`src/rtl/rtcas_pkg.sv`:
```
package rtcas_pkg;

   // Decoded command
   typedef enum logic [1:0] {
      OP_TICK   = 2'd0,
      OP_SET    = 2'd1,
      OP_SNOOZE = 2'd2,
      OP_NOP    = 2'd3
   } op_type;

   // Register indexes on the csr port
   localparam logic [1:0] CSR_TICKS  = 2'd0;
   localparam logic [1:0] CSR_ALARM  = 2'd1;
   localparam logic [1:0] CSR_ENABLE = 2'd2;

   localparam logic [16:0] SECS_PER_DAY = 17'd86400;
   localparam logic [16:0] LAST_SECOND  = 17'd86399;
   localparam logic [15:0] TICKS_RESET  = 16'd1000;

   localparam int QUEUE_DEPTH = 2;

   // Classified command as it sits in the queue
   typedef struct packed {
      op_type     op;
      logic [5:0] hour_raw;
      logic [6:0] minute_raw;
      logic [6:0] second_raw;
      logic [7:0] snooze_minutes;
   } item_type;

   // One result transfer
   typedef struct packed {
      logic [1:0] h_tens;
      logic [3:0] h_ones;
      logic [2:0] m_tens;
      logic [3:0] m_ones;
      logic [2:0] s_tens;
      logic [3:0] s_ones;
      logic       time_valid;
      logic       alarm_fired;
   } result_type;

   // Tens digit of a value below 64
   function automatic logic [2:0] tens_of(input logic [5:0] v);
      logic [2:0] t;
      priority if (v >= 6'd60) t = 3'd6;
      else if (v >= 6'd50) t = 3'd5;
      else if (v >= 6'd40) t = 3'd4;
      else if (v >= 6'd30) t = 3'd3;
      else if (v >= 6'd20) t = 3'd2;
      else if (v >= 6'd10) t = 3'd1;
      else t = 3'd0;
      return t;
   endfunction

   // Ones digit of a value below 64
   function automatic logic [3:0] ones_of(input logic [5:0] v);
      logic [5:0] r;
      r = v - 6'(tens_of(v)) * 6'd10;
      return r[3:0];
   endfunction

endpackage

```
`src/rtl/rtcas_front.sv`:
```
module rtcas_front (
   input  logic               clock,
   input  logic               reset,
   input  logic               req_valid,
   output logic               req_stall,
   input  logic [1:0]         req_cmd,
   input  logic [1:0]         req_set_hour_tens,
   input  logic [3:0]         req_set_hour_ones,
   input  logic [2:0]         req_set_minute_tens,
   input  logic [3:0]         req_set_minute_ones,
   input  logic [2:0]         req_set_second_tens,
   input  logic [3:0]         req_set_second_ones,
   input  logic [7:0]         req_snooze_minutes,
   output logic               head_valid,
   output rtcas_pkg::item_type head,
   input  logic               pop
);
   import rtcas_pkg::*;

   item_type   item;
   item_type   queue_ff [QUEUE_DEPTH];
   logic       wr_ptr_ff, wr_ptr_in;
   logic       rd_ptr_ff, rd_ptr_in;
   logic [1:0] count_ff, count_in;
   logic       push;

   // Classify the command and weight the set-time digits
   always_comb begin
      item.op             = op_type'(req_cmd);
      item.hour_raw       = 6'(req_set_hour_tens) * 6'd10 + 6'(req_set_hour_ones);
      item.minute_raw     = 7'(req_set_minute_tens) * 7'd10 + 7'(req_set_minute_ones);
      item.second_raw     = 7'(req_set_second_tens) * 7'd10 + 7'(req_set_second_ones);
      item.snooze_minutes = req_snooze_minutes;
   end

   assign req_stall  = (count_ff == 2'(QUEUE_DEPTH));
   assign push       = req_valid && !req_stall;
   assign head_valid = (count_ff != 2'd0);
   assign head       = queue_ff[rd_ptr_ff];

   // Advance pointers and fill count
   always_comb begin
      wr_ptr_in = push ? ~wr_ptr_ff : wr_ptr_ff;
      rd_ptr_in = pop ? ~rd_ptr_ff : rd_ptr_ff;
      count_in  = 2'(count_ff + 2'(push) - 2'(pop));
   end

   always_ff @(posedge clock) begin
      if (reset) begin
         wr_ptr_ff <= 1'b0;
         rd_ptr_ff <= 1'b0;
         count_ff  <= 2'd0;
      end else begin
         wr_ptr_ff <= wr_ptr_in;
         rd_ptr_ff <= rd_ptr_in;
         count_ff  <= count_in;
      end
      if (push) begin
         queue_ff[wr_ptr_ff] <= item;
      end
   end

endmodule

```
`src/rtl/rtcas_back.sv`:
```
module rtcas_back #(
   parameter int TICK_WIDTH = 16
) (
   input  logic                 clock,
   input  logic                 reset,
   input  logic                 head_valid,
   input  rtcas_pkg::item_type  head,
   output logic                 pop,
   input  logic                 csr_valid,
   input  logic [1:0]           csr_index,
   input  logic [16:0]          csr_wdata,
   output logic                 rsp_valid,
   input  logic                 rsp_stall,
   output rtcas_pkg::result_type rsp
);
   import rtcas_pkg::*;

   localparam int CW = (TICK_WIDTH + 1 > 17) ? TICK_WIDTH + 1 : 17;

   typedef enum logic {ST_RUN, ST_SET} state_type;

   state_type             state_ff, state_in;
   logic [15:0]           tps_ff, tps_in;
   logic [16:0]           alarm_ff, alarm_in;
   logic                  enable_ff, enable_in;
   logic [TICK_WIDTH-1:0] tick_ff, tick_in;
   logic [16:0]           sec_ff, sec_in;
   logic [4:0]            hour_ff, hour_in;
   logic [5:0]            minute_ff, minute_in;
   logic [5:0]            second_ff, second_in;
   logic                  valid_ff, valid_in;
   logic                  pending_ff, pending_in;
   logic [16:0]           target_ff, target_in;
   logic [4:0]            set_h_ff, set_h_in;
   logic [5:0]            set_m_ff, set_m_in;
   logic [5:0]            set_s_ff, set_s_in;
   logic                  rsp_valid_ff, rsp_valid_in;
   result_type            rsp_ff, rsp_in;

   logic          slot_free, load, fired;
   logic [CW-1:0] tick_next, period;
   logic          tick_wrap;
   logic [16:0]   sec_adv;
   logic [4:0]    hour_adv;
   logic [5:0]    minute_adv, second_adv;
   logic          hit;
   logic [16:0]   snz_sum, snz_target;
   logic          s_ge, m_ge;
   logic [6:0]    m_carry;
   logic [5:0]    h_carry;
   logic [16:0]   sec_set;

   assign slot_free = !rsp_valid_ff || !rsp_stall;

   // Prescaler; a period of zero acts as one
   always_comb begin
      tick_next = CW'(tick_ff) + CW'(1);
      period    = (tps_ff == 16'd0) ? CW'(1) : CW'(tps_ff);
      tick_wrap = (tick_next >= period) || tick_next[TICK_WIDTH];
   end

   // Next second, both as a count and as hours, minutes, seconds
   always_comb begin
      sec_adv    = (sec_ff == LAST_SECOND) ? 17'd0 : sec_ff + 17'd1;
      second_adv = second_ff + 6'd1;
      minute_adv = minute_ff;
      hour_adv   = hour_ff;
      if (second_ff == 6'd59) begin
         second_adv = 6'd0;
         minute_adv = minute_ff + 6'd1;
         if (minute_ff == 6'd59) begin
            minute_adv = 6'd0;
            hour_adv   = (hour_ff == 5'd23) ? 5'd0 : hour_ff + 5'd1;
         end
      end
      hit = enable_ff && ((sec_adv == alarm_ff) || (pending_ff && sec_adv == target_ff));
   end

   // Snooze target, one day wrap at most
   always_comb begin
      snz_sum    = sec_ff + 17'(head.snooze_minutes) * 17'd60;
      snz_target = (snz_sum >= SECS_PER_DAY) ? snz_sum - SECS_PER_DAY : snz_sum;
   end

   // Normalize set-time fields with carries; hours wrap once at most
   always_comb begin
      s_ge     = (head.second_raw >= 7'd60);
      set_s_in = s_ge ? 6'(head.second_raw - 7'd60) : head.second_raw[5:0];
      m_carry  = head.minute_raw + 7'(s_ge);
      m_ge     = (m_carry >= 7'd60);
      set_m_in = m_ge ? 6'(m_carry - 7'd60) : m_carry[5:0];
      h_carry  = head.hour_raw + 6'(m_ge);
      set_h_in = (h_carry >= 6'd24) ? 5'(h_carry - 6'd24) : h_carry[4:0];
      sec_set  = 17'(set_h_ff) * 17'd3600 + 17'(set_m_ff) * 17'd60 + 17'(set_s_ff);
   end

   // Register writes
   always_comb begin
      tps_in    = tps_ff;
      alarm_in  = alarm_ff;
      enable_in = enable_ff;
      if (csr_valid) begin
         unique case (csr_index)
            CSR_TICKS:  tps_in    = csr_wdata[15:0];
            CSR_ALARM:  alarm_in  = csr_wdata;
            CSR_ENABLE: enable_in = csr_wdata[0];
            default:    ;
         endcase
      end
   end

   // Sequencer: execute the head of the queue
   always_comb begin
      state_in   = state_ff;
      tick_in    = tick_ff;
      sec_in     = sec_ff;
      hour_in    = hour_ff;
      minute_in  = minute_ff;
      second_in  = second_ff;
      valid_in   = valid_ff;
      pending_in = pending_ff;
      target_in  = target_ff;
      pop        = 1'b0;
      load       = 1'b0;
      fired      = 1'b0;
      unique case (state_ff)
         ST_RUN: begin
            if (head_valid && slot_free) begin
               pop = 1'b1;
               unique case (head.op)
                  OP_TICK: begin
                     load = 1'b1;
                     if (tick_wrap) begin
                        tick_in   = '0;
                        sec_in    = sec_adv;
                        hour_in   = hour_adv;
                        minute_in = minute_adv;
                        second_in = second_adv;
                        fired     = hit;
                        if (hit) begin
                           pending_in = 1'b0;
                        end
                     end else begin
                        tick_in = tick_next[TICK_WIDTH-1:0];
                     end
                  end
                  OP_SET: begin
                     state_in = ST_SET;
                  end
                  OP_SNOOZE: begin
                     load       = 1'b1;
                     target_in  = snz_target;
                     pending_in = 1'b1;
                  end
                  OP_NOP: begin
                     load = 1'b1;
                  end
               endcase
            end
         end
         ST_SET: begin
            if (slot_free) begin
               load      = 1'b1;
               sec_in    = sec_set;
               hour_in   = set_h_ff;
               minute_in = set_m_ff;
               second_in = set_s_ff;
               valid_in  = 1'b1;
               state_in  = ST_RUN;
            end
         end
      endcase
   end

   // Build the result and hold it while stalled
   always_comb begin
      rsp_in = rsp_ff;
      if (load) begin
         rsp_in.h_tens      = 2'(tens_of(6'(hour_in)));
         rsp_in.h_ones      = ones_of(6'(hour_in));
         rsp_in.m_tens      = tens_of(minute_in);
         rsp_in.m_ones      = ones_of(minute_in);
         rsp_in.s_tens      = tens_of(second_in);
         rsp_in.s_ones      = ones_of(second_in);
         rsp_in.time_valid  = valid_in;
         rsp_in.alarm_fired = fired;
      end
      rsp_valid_in = load || (rsp_valid_ff && rsp_stall);
   end

   always_ff @(posedge clock) begin
      if (reset) begin
         state_ff     <= ST_RUN;
         tps_ff       <= TICKS_RESET;
         alarm_ff     <= 17'd0;
         enable_ff    <= 1'b0;
         tick_ff      <= '0;
         sec_ff       <= 17'd0;
         hour_ff      <= 5'd0;
         minute_ff    <= 6'd0;
         second_ff    <= 6'd0;
         valid_ff     <= 1'b0;
         pending_ff   <= 1'b0;
         target_ff    <= 17'd0;
         rsp_valid_ff <= 1'b0;
      end else begin
         state_ff     <= state_in;
         tps_ff       <= tps_in;
         alarm_ff     <= alarm_in;
         enable_ff    <= enable_in;
         tick_ff      <= tick_in;
         sec_ff       <= sec_in;
         hour_ff      <= hour_in;
         minute_ff    <= minute_in;
         second_ff    <= second_in;
         valid_ff     <= valid_in;
         pending_ff   <= pending_in;
         target_ff    <= target_in;
         rsp_valid_ff <= rsp_valid_in;
      end
      if (pop && head.op == OP_SET) begin
         set_h_ff <= set_h_in;
         set_m_ff <= set_m_in;
         set_s_ff <= set_s_in;
      end
      rsp_ff <= rsp_in;
   end

   assign rsp_valid = rsp_valid_ff;
   assign rsp       = rsp_ff;

endmodule

```
`src/rtl/rtc_alarm_snooze.sv`:
```
// Channel   Direction  Handshake            Payload
// req       in         req_valid/req_stall  cmd, six set-time digits, snooze_minutes
// rsp       out        rsp_valid/rsp_stall  six time digits, time_valid, alarm_fired
// csr       in         csr_valid/csr_ready  csr_index, csr_wdata
//
// Tick, snooze and no-op items are executed as they are popped; a set-time item passes
// through ST_SET, as its normalized fields are registered before the time is loaded.
// Every request is registered in a queue entry on its way from req to rsp.
// Synchronous reset clears the queue, the result valid flag, the clock state and
// restores register defaults (1000 ticks per second, alarm at midnight, disabled).
// rsp_stall holds the result register; the two-entry queue keeps taking transfers
// until it is full, and only then raises req_stall.
module rtc_alarm_snooze #(
   parameter int TICK_WIDTH = 16
) (
   input  logic        clock,
   input  logic        reset,
   input  logic        req_valid,
   output logic        req_stall,
   input  logic [1:0]  req_cmd,
   input  logic [1:0]  req_set_hour_tens,
   input  logic [3:0]  req_set_hour_ones,
   input  logic [2:0]  req_set_minute_tens,
   input  logic [3:0]  req_set_minute_ones,
   input  logic [2:0]  req_set_second_tens,
   input  logic [3:0]  req_set_second_ones,
   input  logic [7:0]  req_snooze_minutes,
   output logic        rsp_valid,
   input  logic        rsp_stall,
   output logic [1:0]  rsp_hour_tens,
   output logic [3:0]  rsp_hour_ones,
   output logic [2:0]  rsp_minute_tens,
   output logic [3:0]  rsp_minute_ones,
   output logic [2:0]  rsp_second_tens,
   output logic [3:0]  rsp_second_ones,
   output logic        rsp_time_valid,
   output logic        rsp_alarm_fired,
   input  logic        csr_valid,
   output logic        csr_ready,
   input  logic [1:0]  csr_index,
   input  logic [16:0] csr_wdata
);
   import rtcas_pkg::*;

   logic       head_valid;
   item_type   head;
   logic       pop;
   result_type rsp;

   // Registers accept a write in any cycle
   assign csr_ready = 1'b1;

   rtcas_front u_front (
      .clock               (clock),
      .reset               (reset),
      .req_valid           (req_valid),
      .req_stall           (req_stall),
      .req_cmd             (req_cmd),
      .req_set_hour_tens   (req_set_hour_tens),
      .req_set_hour_ones   (req_set_hour_ones),
      .req_set_minute_tens (req_set_minute_tens),
      .req_set_minute_ones (req_set_minute_ones),
      .req_set_second_tens (req_set_second_tens),
      .req_set_second_ones (req_set_second_ones),
      .req_snooze_minutes  (req_snooze_minutes),
      .head_valid          (head_valid),
      .head                (head),
      .pop                 (pop)
   );

   rtcas_back #(
      .TICK_WIDTH (TICK_WIDTH)
   ) u_back (
      .clock      (clock),
      .reset      (reset),
      .head_valid (head_valid),
      .head       (head),
      .pop        (pop),
      .csr_valid  (csr_valid && csr_ready),
      .csr_index  (csr_index),
      .csr_wdata  (csr_wdata),
      .rsp_valid  (rsp_valid),
      .rsp_stall  (rsp_stall),
      .rsp        (rsp)
   );

   // Unpack the result onto its ports
   assign rsp_hour_tens   = rsp.h_tens;
   assign rsp_hour_ones   = rsp.h_ones;
   assign rsp_minute_tens = rsp.m_tens;
   assign rsp_minute_ones = rsp.m_ones;
   assign rsp_second_tens = rsp.s_tens;
   assign rsp_second_ones = rsp.s_ones;
   assign rsp_time_valid  = rsp.time_valid;
   assign rsp_alarm_fired = rsp.alarm_fired;

endmodule

```
`config.mk`:
```
export PLATFORM = sky130hd
export DESIGN_NAME = rtc_alarm_snooze
export DESIGN_NICKNAME = d
export VERILOG_FILES = /design/src/rtl/rtcas_pkg.sv /design/src/rtl/rtcas_front.sv /design/src/rtl/rtcas_back.sv /design/src/rtl/rtc_alarm_snooze.sv
export SDC_FILE = /design/constraint.sdc
export NUM_CORES = 1
export LEC_CHECK = 0
export ABC_AREA = 1
export ABC_CLOCK_PERIOD_IN_PS = 16700
export BUFFER_PORTS_ARGS = -buffer_cell sky130_fd_sc_hd__clkbuf_2
export CORE_MARGIN = 4
export CORE_UTILIZATION = 50
export CTS_BUF_LIST = sky130_fd_sc_hd__clkbuf_4
export CTS_CLUSTER_DIAMETER = 100
export DETAILED_ROUTE_END_ITERATION = 12
export PLACE_DENSITY = 0.77
export SLEW_MARGIN = 20
export SYNTH_ARGS = -nofsm -noshare
export SYNTH_HDL_FRONTEND = slang
export SYNTH_SLANG_ARGS = --single-unit
export TNS_END_PERCENT = 50
```
`constraint.sdc`:
```
create_clock -name clock -period 16.7 [get_ports clock]
set_input_delay 2.505 -clock clock [delete_from_list [all_inputs] [get_ports clock]]
set_output_delay 2.505 -clock clock [all_outputs]
set_load 0.05 [all_outputs]
```
==> flow_metrics.py, run 1 <==
metrics = {
    "placed_design": {
        "dp_hpwl_um": 24400,
        "gp_congestion": 0.902,
        "port_buffers": 77,
    },
    "clock_tree": {
        "clk_latency_ns": 0.67,
        "cts_resized": 0,
        "cts_buffers": 55,
        "cts_setup_buffers": 0,
        "cts_tree": "built",
        "path_clk_slew_ns": 0.07,
        "clock_tree.buffer_depth": 3,
        "htree_levels": 2,
        "cts_hold_buf": 0,
        "cts_sinks": 209,
        "cts_root_buf": "clkbuf_4",
    },
    "floorplanning": {
        "die_w_um": 177,
        "start_util_pct": 51.1,
        "die_area_sq_um": 31300,
        "die_y_um": 177,
        "row_count": 61,
        "core_sq_um": 27900,
        "ioPinCount": 79,
    },
    "critical_path": {
        "crit_slowest_cell": "fa_1",
        "critPathCaptureType": "flip-flop",
        "crit_path_max_incr_delay_ns": 0.49,
        "path_max_fanout": 31,
        "crit_buf_inv": 5,
        "path_class": "flip-flop to flip-flop",
        "crit_path_frequent_cell": "nand2_1",
        "cp.required_ns": 17.26,
        "cp_top_family": "adder cells",
        "arrival_ns": 6.92,
        "cp-start-kind": "flip-flop",
    },
    "routing": {
        "dr.pass1.iters": 5,
        "drt-wirelength-per-cell_um": 13.8,
        "routed_wl_um": 31600,
        "viasPerCell": 5.21,
        "ant_nets": 0,
        "num_vias": 11900,
        "drcViolationCount": 0,
        "drt_iter0_drc": 668,
    },
    "yosys": {
        "post_synth_num_cell_types": 64,
        "yosys_warnings": 0,
        "syn_avg_cell_area_sq_um": 8.11,
        "mappedNetlistNets": 1973,
        "ys_seq_area_share_pct": 36.3,
        "postSynth.asyncResetShare_pct": 0,
        "ys_top_cells_by_area": "edfxtp_1 21%, dfxtp_1 15%, ha_1 11%, nand2_1 8.5%, inv_1 6.3%",
        "yosys_register_bits": 209,
        "synthCells": 1759,
        "synth_top_area_cell": "edfxtp_1",
        "synth-edff-count": 99,
        "ys.flop_type": "dfxtp_1",
        "syn_area_sq_um": 14300,
        "yosys.area.top_type_share_pct": 20.8,
    },
    "job": {
        "drv_cap": 0,
    },
    "timing": {
        "clock.fmax_mhz": 157,
        "fin_hold_ws_ns": 0.450,
        "rsz0062_at_grt": "no",
        "period_needed_ns": 6.36,
        "setup-tns-final_ns": 0,
        "slew_headroom_pct": 41.2,
        "skew_ns": 0.0544,
        "worst_pin_slew_ns": 0.879,
        "hold_viol": 0,
        "slew_viol_final": 0,
        "setup_viol": 0,
        "fin_crit_sh_pct": 38.1,
    },
    "global_route": {
        "grt_start_max_net_pins": 61,
        "antenna_found_initial": 1,
        "grt_pass1_vias": 11600,
        "grtUsageTotal_pct": 20.3,
        "overflow": 0,
        "grt_pass1_wl_um": 53200,
    },
    "final_layout": {
        "fillCellCount": 2552,
        "area.growth.synth_to_final_pct": 10.2,
        "regArea_sq_um": 5170,
        "finalNetCount": 2074,
        "multi_input_comb_area_sq_um": 7980,
        "drive_gt1_share_pct": 12.7,
    },
    "run_status": {
        "status": "completed",
    },
    "min_path": {
        "hold_class": "flip-flop to flip-flop",
    },
}
==> synth_stat cells, drive strengths merged (2+ instances only) <==
| master | n |
|---|---|
| a211oi | 15 |
| a21boi | 3 |
| a21o | 6 |
| a21oi | 116 |
| a221oi | 4 |
| a22oi | 10 |
| a31o | 2 |
| a31oi | 8 |
| and3 | 4 |
| buf | 10 |
| clkbuf | 32 |
| dfxtp | 110 |
| edfxtp | 99 |
| fa | 35 |
| ha | 125 |
| inv | 251 |
| mux2i | 8 |
| nand2 | 341 |
| nand3 | 71 |
| nand3b | 7 |
| nand4 | 30 |
| nor2 | 173 |
| nor3 | 29 |
| nor3b | 2 |
| nor4 | 3 |
| o211ai | 10 |
| o21a | 2 |
| o21ai | 112 |
| o21bai | 5 |
| o22ai | 4 |
| o41ai | 2 |
| or2 | 26 |
| xnor2 | 35 |
| xor2 | 58 |
==> worst paths after layout <==
path | cells past startpoint | slack, ns | startpoint | end
min | 1 | 0.45 | u_front.count_ff[1] | u_front.count_ff[1]
max | 32 | 10.34 | flip-flop | u_back.target_ff[13]
max reg2reg | 32 | 10.34 | flip-flop | u_back.target_ff[13]
min reg2reg | 1 | 0.45 | u_front.count_ff[1] | u_front.count_ff[1]
==> registers in the layout (all words and copies together) (netlist names), 2 cells and up, named ones only <==
register          flops
u_front.queue_ff     60
u_back.set_s_ff       6
u_back.set_h_ff       5
u_back.minute_ff      6
u_back.alarm_ff      17
u_back.second_ff      6
u_back.set_m_ff       6
u_front.count_ff      2
u_back.sec_ff        17
u_back.tps_ff        16
u_back.target_ff     17
u_back.rsp           22
u_back.hour_ff        5
u_back.tick_ff       16
==> cell usage in the layout, fill, tap and decap left out, drive strengths merged, types with 30 or more instances in the layout <==
master	instances
nand2	341
inv	252
nor2	173
clkbuf	155
ha	125
a21oi	116
o21ai	112
dfxtp	110
edfxtp	99
nand3	71
xor2	58
xnor2	35
fa	35
nand4	30
==> cell type report <==
type	instances	area share, %
diodes	1	0.0159
clock buffers	78	3.72
clock inverters	22	0.724
inverters	252	6.04
multi-input cells	1256	50.7
flip-flops and latches	209	32.9
well taps	378	3.01
repair buffers	86	2.88
==> stage by stage <==
| stage | utilization (%) | cells | area [sq um] | worst slack (ns) |
|---|---|---|---|---|
| finish | 56.3 | 2282 | 15700 | 10.34 |
| global route | 56.3 | 2282 | 15700 | 9.74 |
| CTS | 56.3 | 2281 | 15700 | 10.34 |
| detailed placement | 53.8 | 2181 | 15000 | 10.35 |
| global placement | 53.8 | 2181 | 15000 | 10.60 |
| floorplan | - | 1759 | 14300 | 10.95 |
==> layer usage <==
metal,share of wire [%],wire (um),vias up,GRT usage [%]
met5,0,0,-,0
met4,2.6,836,0,6.87
met3,6.0,1890,67,3.63
met2,48,15100,315,34.8
met1,44,13800,5442,26.1
li1,-,-,6075,-
==> cell families (layout without fill, tap and decap cells) <==
kind of cell / count (synthesis) / after routing / share of synthesized area, %
mux: 8 / 8 / 0.561
compound gates: 305 / 305 / 12.3
other cells: 1 / 2 / 0.0263
flops: 209 / 209 / 36.3
xor+xnor: 93 / 93 / 5.71
simple gates: 689 / 689 / 21.4
fa+ha+maj: 160 / 160 / 15.9
buf+inv: 294 / 438 / 7.90
Power of run 1 is left out: the tool's default activity adds up to more than one toggle a clock period on the data nets, which glitch-free logic cannot reach.
==> run 2, diff against run 1 <==
--- a/config.mk
+++ b/config.mk
@@ -6,7 +6,7 @@
 export NUM_CORES = 1
 export LEC_CHECK = 0
 export ABC_AREA = 1
-export ABC_CLOCK_PERIOD_IN_PS = 16700
+export ABC_CLOCK_PERIOD_IN_PS = 6100
 export BUFFER_PORTS_ARGS = -buffer_cell sky130_fd_sc_hd__clkbuf_2
 export CORE_MARGIN = 4
 export CORE_UTILIZATION = 50
==> constraint.sdc (replaced) <==
create_clock -name clock -period 6.1 [get_ports clock]
set_input_delay 0.915 -clock clock [delete_from_list [all_inputs] [get_ports clock]]
set_output_delay 0.915 -clock clock [all_outputs]
set_load 0.05 [all_outputs]
==> run 2 against run 1 <==
  * Count of clock-buffer cells in the layout rose by 12
  * Critical path depth fell by 1
  * Largest cell class unchanged
  * Critical path type unchanged
  * Flip-flop and latch count did not move
==> flow_metrics.py, run 2 (synthesis results as in run 1) <==
metrics = {
    "placed_design": {
        "dp_hpwl_um": 24400,
        "place_ws_ns": 0.252,
        "gp_congestion": 0.895,
        "port_buffers": 77,
        "placed_cells": 2184,
    },
    "floorplanning": {
        "start_util_pct": 51.1,
        "die_w_um": 177,
        "die_area_sq_um": 31300,
        "ioPinCount": 79,
        "row_count": 61,
        "core_sq_um": 27900,
        "die_y_um": 177,
    },
    "global_route": {
        "grt_start_max_net_pins": 61,
        "grtUsageTotal_pct": 20.1,
        "grt_pass1_vias": 11500,
        "overflow": 0,
        "grt_pass1_wl_um": 52500,
        "antenna_found_initial": 1,
    },
    "timing": {
        "slew_viol_final": 0,
        "rsz0062_at_grt": "no",
        "fin_crit_sh_pct": 91.2,
        "setup_viol": 0,
        "clock.fmax_mhz": 180,
        "setup-tns-final_ns": 0,
        "skew_ns": 0.0664,
        "period_needed_ns": 5.57,
        "slew_headroom_pct": 50.4,
        "worst_pin_slew_ns": 0.742,
        "hold_viol": 0,
        "setup_ws_ns": 0.535,
    },
    "final_layout": {
        "final_cells": 2286,
        "top_register": "u_front.queue_ff",
        "post-route-util_pct": 56.5,
        "area.growth.synth_to_final_pct": 10.7,
        "drive_gt1_share_pct": 13.6,
        "mostFrequentLayoutCells": "324 x nand2_1, 240 x inv_1, 163 x nor2_1",
        "finalNetCount": 2077,
        "final_common_cell": "nand2_1",
        "largest_reg_flops": 60,
        "fillCellCount": 2556,
    },
    "job": {
        "drv_cap": 0,
    },
    "clock_tree": {
        "cts_sinks": 209,
        "cts_buffers": 54,
        "clk_latency_ns": 0.68,
        "clock_tree.buffer_depth": 3,
        "cts_root_buf": "clkbuf_4",
        "path_clk_slew_ns": 0.06,
        "htree_levels": 2,
        "cts_hold_buf": 0,
        "cts_tree": "built",
    },
    "critical_path": {
        "path_class": "flip-flop to flip-flop",
        "r2r_slack_ns": 0.53,
        "crit_slowest_cell": "fa_1",
        "cp.required_ns": 6.65,
        "timing.rr.end": "u_back.target_ff[13]",
        "path_max_fanout": 11,
        "ff2ff_path_depth": 31,
        "cp-start-kind": "flip-flop",
        "crit_buf_inv": 4,
        "crit_path_max_incr_delay_ns": 0.49,
        "crit_path_frequent_cell": "nand2_1",
        "cp_top_family": "adder cells",
        "critPathCaptureType": "flip-flop",
        "arrival_ns": 6.11,
    },
    "routing": {
        "drt_iter0_drc": 746,
        "routed_wl_um": 31300,
        "ant_nets": 0,
        "drt-wirelength-per-cell_um": 13.7,
        "dr.pass1.iters": 8,
        "num_vias": 11900,
        "viasPerCell": 5.20,
        "drcViolationCount": 0,
    },
    "min_path": {
        "holdPathStages": 1,
        "min_to": "u_front.queue_ff[1][29]",
        "hp-start": "req_cmd[1]",
        "hold_class": "input pin to flip-flop",
    },
    "run_status": {
        "status": "completed",
    },
}
[run 2: cell type report]
class / count / area (sq um) / share of cell area, %
multi-input combinational: 1256 / 7990 / 50.6
sequential: 209 / 5180 / 32.8
inverter: 252 / 950 / 6.01
clock buffer: 90 / 676 / 4.28
timing repair buffer: 90 / 483 / 3.06
tap: 378 / 473 / 3.00
clock inverter: 10 / 42.5 / 0.269
antenna: 1 / 2.50 / 0.0158
[run 2: worst max path at each step]
stage                     startpoint              endpoint  slack [ns]  cells after the start
after global routing       flip-flop  u_back.target_ff[11]        0.02                     31
final                      flip-flop  u_back.target_ff[13]        0.53                     31
after detailed placement   flip-flop  u_back.target_ff[13]        0.25                     31
after floorplan            flip-flop  u_back.target_ff[12]        0.35                     33
after CTS                  flip-flop  u_back.target_ff[11]        0.26                     31
after global placement     flip-flop  u_back.target_ff[11]        0.36                     31
[run 2: through the flow]
| step | hold slack (ns) | cell area [sq um] |
|---|---|---|
| global route | 0.402 | 15800 |
| global placement | 0.438 | 15000 |
| floorplan | 0.422 | 14300 |
| detailed placement | 0.442 | 15000 |
| finish | 0.443 | 15800 |
| CTS | 0.379 | 15800 |
[run 2: what timing repair did]
action	in CTS	in global routing
setup endpoints to repair	0	9
resized for setup	0	6
setup buffers	0	1
[run 2: layer usage]
layer | GRT usage (%) | up-vias | wire (um) | share of wire, %
met5 | 0 | - | 0 | 0
met4 | 6.80 | 0 | 945 | 3.0
met3 | 3.40 | 82 | 1890 | 6.0
met2 | 34.9 | 311 | 15000 | 48
met1 | 25.4 | 5421 | 13500 | 43
li1 | - | 6077 | - | -
Power of run 2 is left out for the same reason.
